==> src/rtl/sma_ram.sv <==
module sma_ram #(
   parameter int WIDTH = 16,
   parameter int DEPTH = 256
) (
   input  logic                     clock,
   input  logic                     wr_en,
   input  logic [$clog2(DEPTH)-1:0] wr_addr,
   input  logic [WIDTH-1:0]         wr_data,
   input  logic                     rd_en,
   input  logic [$clog2(DEPTH)-1:0] rd_addr,
   output logic [WIDTH-1:0]         rd_data
);

   logic [WIDTH-1:0] mem_ff [DEPTH];
   logic [WIDTH-1:0] rd_data_ff;

   always_ff @(posedge clock) begin
      if (wr_en) begin
         mem_ff[wr_addr] <= wr_data;
      end
      if (rd_en) begin
         rd_data_ff <= mem_ff[rd_addr];
      end
   end

   assign rd_data = rd_data_ff;

endmodule

==> config.mk <==
export PLATFORM = sky130hd
export DESIGN_NAME = sma_ram
export DESIGN_NICKNAME = d
export VERILOG_FILES = /design/src/rtl/sma_ram.sv
export SDC_FILE = /design/constraint.sdc
export NUM_CORES = 2
export LEC_CHECK = 0
export ABC_CLOCK_PERIOD_IN_PS = 2300
export BUFFER_PORTS_ARGS = -buffer_cell sky130_fd_sc_hd__buf_2
export CAP_MARGIN = 20
export CORE_MARGIN = 2
export CORE_UTILIZATION = 45
export CTS_CLUSTER_DIAMETER = 100
export DETAILED_ROUTE_END_ITERATION = 10
export SYNTH_ARGS = -nofsm -noshare
export SYNTH_HDL_FRONTEND = slang
export SYNTH_SLANG_ARGS = --single-unit
==> constraint.sdc <==
create_clock -name clock -period 2.3 [get_ports clock]
set_input_delay 0.115 -clock clock [delete_from_list [all_inputs] [get_ports clock]]
set_output_delay 0.115 -clock clock [all_outputs]
set_load 0.01 [all_outputs]
==> results.yml <==
die:
  rows: 218
  ios: 51
  die_area_um2: 357800
  fp.dieH_um: 598.2
  start_util_pct: 45.12
  die_w_um: 598.2
  core_um2: 352100
global_route:
  grt_usage_pct: 24.29
  gr-total-overflow: 0
  grt_max_degree: 88
  grt_antenna_before_repair: 23
  grt_pass1_wl_mm: 617.3
  grt_pass1_vias: 81010
power:
  vdd_ir_drop_max_uv: 647.6
  leakage_nw: 60.81
  power_density_nw_per_um2: 835.8
  p_total_mw: 157.0
worst_setup_path:
  path_class: "reg2reg"
  worst_setup_path_end_kind: "flip-flop"
  critPathMaxFanout: 1
  cp.arrival_ns: 3.28
  start_kind: "flip-flop"
  r2r_cells: 5
  cp.required_ns: 2.97
clocking:
  clk_path_buf_depth: 4
  cts_buffers: 405
  clk_latency_ns: 0.97
  cts-root-buf: "clkbuf_16"
  cts_setup_buffers: 0
  cts_tree: "done"
  clk_pin_slew_ns: 0.06
  cts.sinks: 4112
  htreeDepth: 5
place:
  place_inst: 12790
  place_ws_ns: -1.249
  place.gp.congestion: 0.9048
  port_buffers: 50
  hpwl_mm: 278.8
synth:
  ys_ff_latch: 4112
  synthCells: 7360
  async_reset_ff_share_pct: 0
  yosysSeqAreaShare_pct: 77.72
  yosysUniqueCellTypes: 51
  yosysTopAreaCell: "edfxtp_1"
  avgSynthCellArea_um2: 21.59
  netlist_area_um2: 158900
  ys_warn_count: 0
  synth_fp_nets: 7395
  synth.top_cells.by_area: "edfxtp_1, mux4_2, mux2i_1, o221ai_1, nor2_1"
  synth_top_area_share_pct: 77.72
  synth-edff-count: 4112
  synth_flop_cell: "edfxtp_1"
min_path:
  holdPathStages: 5
  worstHoldPathType: "in2reg"
routing:
  first_pass_iters: 7
  postRouteWirelength_mm: 437.2
  drt_iter0_markers: 10640
  wl_per_cell_um: 32.26
  drc: 0
  viasPerCell: 6.024
  ant_nets: 0
  num_vias: 81640
final_layout:
  drive_above_1_share_pct: 31.55
  instances_no_fill: 13550
  mostFrequentLayoutCells: "edfxtp_1, buf_4, mux4_2"
  area_delta_synth_final_pct: 18.21
  mostFrequentLayoutCell: "edfxtp_1"
  final_nets: 8524
  fillers: 26750
sta:
  finalSetupViolCount: 16
  max_freq_mhz: 383.8
  period_share_pct: 113.3
  rsz0062_at_grt: "true"
  finalMaxSlewViolations: 0
  period_needed_ns: 2.605
  final-hold-violation-count: 0
  setup_slack_ns: -0.3052
  fin_skew_ns: 0.07011
  worst_pin_slew_ns: 0.9557
  relSlewSlack_pct: 35.80
flow_run:
  max_cap_viol_count: 0
status:
  outcome: "finished, violations left"
  violations: "setup timing"
[final cells by class]
class                   instances  area (µm²)  share of cell area (%)
well taps                    4730        5918                   3.151
clock buffers                 485       10630                   5.658
inverters                       4       27.53                 0.01466
multi-input cells            2792       33710                   17.95
diodes                         15       37.54                 0.01999
clock inverters               241        2296                   1.222
repair buffers               1174       11710                   6.236
flip-flops and latches       4112      123500                   65.75
[through the flow]
step / util, % / hold WS [ns] / instance area [µm²] / setup TNS (ns)
after floorplan: - / 0.2139 / 158900 / -0.002066
after global placement: 49.38 / 0.5152 / 173900 / -16.51
after detailed placement: 49.38 / 0.5174 / 173900 / -16.66
after CTS: 53.28 / 0.01251 / 187600 / -2.989
after global routing: 53.33 / 0.07566 / 187800 / -3.338
final: 53.33 / 0.08835 / 187800 / -2.690
[power breakdown]
group | switching [mW] | internal, mW
registers | 0.120 | 82.6
logic | 5.57 | 3.60
clock network | 27.8 | 37.2
total | 33.5 | 123
[state kept, by name, indices dropped and copies added, names as in the netlist]
| register | count |
|---|---|
| mem_ff | 4096 |
| rd_data | 16 |
[worst paths after layout]
check                                 start                        to  slack [ns]
setup / recovery    mem_ff[28][4]$_DFFE_PP_      rd_data[4]$_DFFE_PP_       -0.31
setup reg to reg    mem_ff[28][4]$_DFFE_PP_      rd_data[4]$_DFFE_PP_       -0.31
hold reg to reg   mem_ff[193][10]$_DFFE_PP_     rd_data[10]$_DFFE_PP_        1.18
hold / removal                   wr_addr[3]  mem_ff[207][3]$_DFFE_PP_        0.09
[worst max-delay path: stages, from the launching register on]
cell      delay, ns
edfxtp_1       0.39
mux4_2         0.46
mux4_2         0.56
a22o_4         0.33
o32ai_4        0.51
nor4_2         0.07
[repair_timing]
item	4_1_cts	5_1_grt
pin swaps	29	17
resized for setup	113	26
endpoints found under the hold margin	3806	0
setup endpoints to repair	16	16
cloned	0	1
hold buffers	25	0
[synth_stat cells (37+ instances only)]
cell type and number:
buf_2 76, buf_6 77, o21ai_0 37, o22ai_1 148, a22oi_1 43, edfxtp_1 4112, nand2_1 38, mux4_2 797
clkbuf_1 230, mux2_2 88, mux2i_1 565, a21oi_1 175, nor2_1 304, o221ai_1 252, nor3_1 92
[cell families after synthesis]
| group | count (synthesis) | share of synthesized area, % |
|---|---|---|
| flip-flops | 4112 | 77.72 |
| buffers and inverters | 456 | 1.692 |
| AO/OA/AOI/OAI | 786 | 3.534 |
| multiplexers | 1450 | 15.48 |
| AND/OR/NAND/NOR | 556 | 1.573 |
[per-layer routing]
layer  part of all wire [%]  vias up  routed length [µm]  global-route usage [%]
met3                    8.3      630               36470                   4.442
met5                 0.0030        -                  13                       0
met4                    3.6        2               15610                   8.097
met2                     48     3671              208400                   38.49
li1                       -    33620                   -                       -
met1                     40    43720              176700                   34.19
Power figures use the tool's default switching activity.
