===== src/rtl/sma_pkg.sv =====
package sma_pkg;

   // Sizing of the array and of the element datapath.
   localparam int MAX_DIM    = 16;
   localparam int ELEM_WIDTH = 16;

   // Fixed widths of the transaction fields.
   localparam int ELEM_FIELD_W = 16;
   localparam int SUM_W        = 36;
   localparam int RC_W         = 4;
   localparam int CSR_W        = 5;

   // Derived widths.
   localparam int IDX_W   = $clog2(MAX_DIM);
   localparam int DIM_W   = $clog2(MAX_DIM + 1);
   localparam int DEPTH   = MAX_DIM * MAX_DIM;
   localparam int ADDR_W  = $clog2(DEPTH);
   localparam int NN_W    = $clog2(DEPTH + 1);
   localparam int PROD_W  = 2 * ELEM_WIDTH;

   localparam logic KIND_B = 1'b0;
   localparam logic KIND_A = 1'b1;

   typedef struct packed {
      logic                           kind;
      logic signed [ELEM_FIELD_W-1:0] element;
   } req_type;

   typedef struct packed {
      logic signed [SUM_W-1:0] product_sum;
      logic [RC_W-1:0]         row;
      logic [RC_W-1:0]         column;
      logic                    last;
   } rsp_type;

   typedef enum logic [2:0] {
      ST_IDLE,
      ST_LOAD,
      ST_DRAIN,
      ST_MUL,
      ST_ACC,
      ST_EMIT
   } state_type;

   typedef struct packed {
      logic shift_b;
      logic mul;
      logic acc;
      logic first;
      logic shift_sum;
   } cell_ctl_type;

   // Dimension in use for a written value: zero acts as one, large values saturate.
   function automatic logic [DIM_W-1:0] dim_clamp(input logic [CSR_W-1:0] value);
      logic [DIM_W-1:0] result;
      if (value == '0) begin
         result = DIM_W'(1);
      end else if (int'(value) > MAX_DIM) begin
         result = DIM_W'(MAX_DIM);
      end else begin
         result = DIM_W'(value);
      end
      return result;
   endfunction

   function automatic logic [NN_W-1:0] dim_square(input logic [DIM_W-1:0] d);
      logic [NN_W-1:0] wide;
      wide = NN_W'(d);
      return NN_W'(wide * wide);
   endfunction

   localparam logic [DIM_W-1:0] N_RESET  = DIM_W'((16 > MAX_DIM) ? MAX_DIM : 16);
   localparam logic [NN_W-1:0]  NN_RESET = dim_square(N_RESET);

endpackage


===== src/rtl/sma_cell.sv =====
module sma_cell (
   input  logic                                   clock,
   input  sma_pkg::cell_ctl_type                  ctl,
   input  logic signed [sma_pkg::ELEM_WIDTH-1:0]  a_value,
   input  logic signed [sma_pkg::ELEM_WIDTH-1:0]  b_from_prev,
   output logic signed [sma_pkg::ELEM_WIDTH-1:0]  b_to_next,
   input  logic signed [sma_pkg::SUM_W-1:0]       sum_from_next,
   output logic signed [sma_pkg::SUM_W-1:0]       sum_to_prev
);
   import sma_pkg::*;

   logic signed [ELEM_WIDTH-1:0] b_ff, b_in;
   logic signed [PROD_W-1:0]     prod_ff, prod_in;
   logic signed [SUM_W-1:0]      sum_ff, sum_in;
   logic signed [SUM_W-1:0]      sum_base;

   always_comb begin
      b_in    = ctl.shift_b ? b_from_prev : b_ff;
      prod_in = ctl.mul ? PROD_W'(a_value * b_ff) : prod_ff;
      // A new row of A starts its column sum from zero.
      sum_base = ctl.first ? '0 : sum_ff;
      if (ctl.shift_sum) begin
         sum_in = sum_from_next;
      end else if (ctl.acc) begin
         sum_in = sum_base + SUM_W'(prod_ff);
      end else begin
         sum_in = sum_ff;
      end
   end

   always_ff @(posedge clock) begin
      b_ff    <= b_in;
      prod_ff <= prod_in;
      sum_ff  <= sum_in;
   end

   assign b_to_next   = b_ff;
   assign sum_to_prev = sum_ff;

endmodule


===== config.mk =====
export PLATFORM = sky130hd
export DESIGN_NAME = sma_cell
export DESIGN_NICKNAME = d
export VERILOG_FILES = /design/src/rtl/sma_pkg.sv /design/src/rtl/sma_cell.sv
export SDC_FILE = /design/constraint.sdc
export NUM_CORES = 1
export LEC_CHECK = 0
export BUFFER_PORTS_ARGS = -buffer_cell sky130_fd_sc_hd__buf_2
export CELL_PAD_IN_SITES_DETAIL_PLACEMENT = 1
export CELL_PAD_IN_SITES_GLOBAL_PLACEMENT = 1
export CORE_MARGIN = 2
export CORE_UTILIZATION = 47
export DETAILED_ROUTE_END_ITERATION = 10
export PLACE_DENSITY = 0.82
export SYNTH_ARGS = -nofsm -noshare
export SYNTH_HDL_FRONTEND = slang
export SYNTH_SLANG_ARGS = --single-unit

===== constraint.sdc =====
create_clock -name clock -period 8.05 [get_ports clock]
set_input_delay 0.4025 -clock clock [delete_from_list [all_inputs] [get_ports clock]]
set_output_delay 0.4025 -clock clock [all_outputs]
set_load 0.02 [all_outputs]

==> flow_summary.json <==
{
  "status": "finished clean",
  "cts_max_path_buffers": 2,
  "maxSlewHeadroom_pct": 41.1,
  "start_util_pct": 47.6,
  "wl_mm": 40.4,
  "ys.flop_type": "edfxtp_1",
  "drtAntennaViolNets": 0,
  "dr.first_iter.drc_count": 532,
  "synthCells": 1578,
  "antenna_found_initial": 0,
  "finalHoldViolCount": 0,
  "min_period_ps": 6920,
  "io_pins": 126,
  "cp-end-kind": "flip-flop",
  "gp_congestion": 0.918,
  "postCtsSetupBuffers": 0,
  "ys_seq_area_share_pct": 16.9,
  "pre_cts_ws_ps": 1160,
  "vias_per_cell": 5.40,
  "cts_buffers": 9,
  "overflow": 0,
  "syn_area_per_cell_um2": 9.46,
  "worst_pin_slew_ps": 883,
  "crit_path_start_kind": "flip-flop",
  "drc": 0,
  "cts.sinks": 84,
  "die-area_mm2": 0.0332,
  "cp.required_ps": 8150,
  "holdBufCountCts": 0,
  "fin_util_pct": 51.6,
  "grt_max_degree": 76,
  "cts_htree_levels": 3,
  "clk_pin_slew_ps": 60,
  "hp-class": "in -> reg",
  "root_buffer": "clkbuf_16",
  "grt_pass1_vias": 12700,
  "cts_tree": "yes",
  "ys_ff_latch": 84,
  "worstPathMaxFanout": 17,
  "fin_crit_sh_pct": 86.0,
  "setup_slack_ps": 1130,
  "syn_nets": 2032,
  "maxCapViolCount": 0,
  "rows": 65,
  "clock.fmax_mhz": 144,
  "syn_area_mm2": 0.0149,
  "areaGrowthSynthToFinish_pct": 8.45,
  "grt_pass1_wl_mm": 66.2,
  "reg2reg_to": "prod_ff[31]$_DFFE_PP_",
  "fin_setup_tns_ps": 0,
  "r2r_slack_ps": 1130,
  "first_pass_iters": 5,
  "fp.dieW_um": 182,
  "gr-usage-all-layers_pct": 25.6,
  "skew_ps": 8.62,
  "crit_end": "prod_ff[31]$_DFFE_PP_",
  "port_buffers": 125,
  "rsz0062_at_grt": "false",
  "holdWs_ps": 210,
  "synth_edf_count": 84,
  "rr_startpoint": "b_to_next[3]$_DFFE_PP_",
  "via_count": 11200,
  "reg2reg_depth": 18,
  "die_y_um": 182,
  "async_flop_share_pct": 0,
  "setup_viol": 0,
  "ctsResizeCount": 0,
  "maxSlewViolCount": 0,
  "core_mm2": 0.0314,
  "crit_start": "b_to_next[3]$_DFFE_PP_",
  "synth.distinct_cells": 67,
  "drive_gt1_share_pct": 9.19,
  "hpwl_mm": 33.0,
  "wl_per_cell_um": 19.5,
  "cp.arrival_ps": 7020,
  "crit_type": "reg -> reg",
  "clk_latency_ps": 370,
  "n_antenna_cell": 0,
  "nets": 2124,
  "yosys_warnings": 0
}
worst min path at each step:
| stage | startpoint | end | cells after the start |
|---|---|---|---|
| 4_1_cts | b_from_prev[6] | b_to_next[6]$_DFFE_PP_ | 1 |
| 6_report | b_from_prev[6] | b_to_next[6]$_DFFE_PP_ | 1 |
| 2_1_floorplan | b_from_prev[0] | b_to_next[0]$_DFFE_PP_ | 0 |
| 3_5_place_dp | b_from_prev[6] | b_to_next[6]$_DFFE_PP_ | 1 |
| 3_3_place_gp | b_from_prev[6] | b_to_next[6]$_DFFE_PP_ | 1 |
| 5_1_grt | b_from_prev[9] | b_to_next[9]$_DFFE_PP_ | 1 |
per-stage QoR:
stage,instances,instance area (µm²)
final,2077,16200
after global routing,2077,16200
after CTS,2077,16200
after detailed placement,2061,15900
after global placement,2061,15900
after floorplan,1578,14900
placed cells by master (no fill, tap or decap), types with 17 or more instances in the layout:
master    count
nor2_1       43
nor2b_1      43
fa_1        263
buf_2       125
o21ai_1      17
edfxtp_1     84
and2_1      125
o21ai_0      41
nand2_1     176
a21oi_1      65
xnor2_1      39
ha_1        117
inv_1       326
xor2_1       18
synth_stat cells, types with 6 or more instances:
cell type | instances | area share [%]
a211o_1 | 6 | 0.35
a211oi_1 | 13 | 0.65
a21o_1 | 15 | 0.75
a21oi_1 | 65 | 2.2
a31oi_1 | 8 | 0.34
and2_1 | 125 | 5.2
and3_1 | 6 | 0.25
clkbuf_1 | 43 | 1.1
edfxtp_1 | 84 | 17
fa_1 | 263 | 35
ha_1 | 117 | 9.8
inv_1 | 326 | 8.2
nand2_1 | 176 | 4.4
nand2b_1 | 13 | 0.54
nand3_1 | 12 | 0.40
nor2_1 | 43 | 1.1
nor2b_1 | 43 | 1.8
nor3_1 | 10 | 0.34
o21a_1 | 8 | 0.40
o21ai_0 | 41 | 1.4
o21ai_1 | 17 | 0.57
o21bai_1 | 9 | 0.45
xnor2_1 | 39 | 2.3
xor2_1 | 18 | 1.1
worst max-delay path: stages, from the launching register on:
cell and delay, ps:
edfxtp_1 640, and2_1 270, fa_1 700, inv_1 110, fa_1 570, fa_1 450
fa_1 580, fa_1 460, fa_1 510, inv_1 50, ha_1 330, nand4_1 150
nor2_1 110, and3_1 200, a221o_1 350, or4_4 520, a311o_1 330, o31ai_2 220
xnor2_1 100
flip-flops by register name, indices dropped and copies added, names as in the netlist:
signal and cells:
prod_ff 32, b_to_next 16, sum_to_prev 36
cell type report:
type | count | area, µm²
clock buffers | 9 | 225
clock inverters | 7 | 66.3
fillers | 3642 | 15200
inverters | 327 | 1230
multi-input cells | 1121 | 11000
flip-flops and latches | 84 | 2520
well taps | 402 | 503
repair buffers | 127 | 641
layer usage:
layer  vias to the layer above  global-route usage [%]  routed length, µm
met3                        59                    4.19               2210
li1                       5140                       -                  -
met5                         -                       0                  0
met2                       304                    43.8              19500
met1                      5708                    34.1              17900
met4                         0                    6.45                788
logic make-up after synthesis:
group	synth area share (%)
AO/OA/AOI/OAI	9.29
XOR/XNOR	3.34
adder cells (fa/ha/maj)	45.1
buffers and inverters	9.39
flip-flops	16.9
multiplexers	0.419
AND/OR/NAND/NOR	15.6
Power is not shown: default switching activity piles up to over one toggle a cycle in this logic, so the estimate is an artifact.
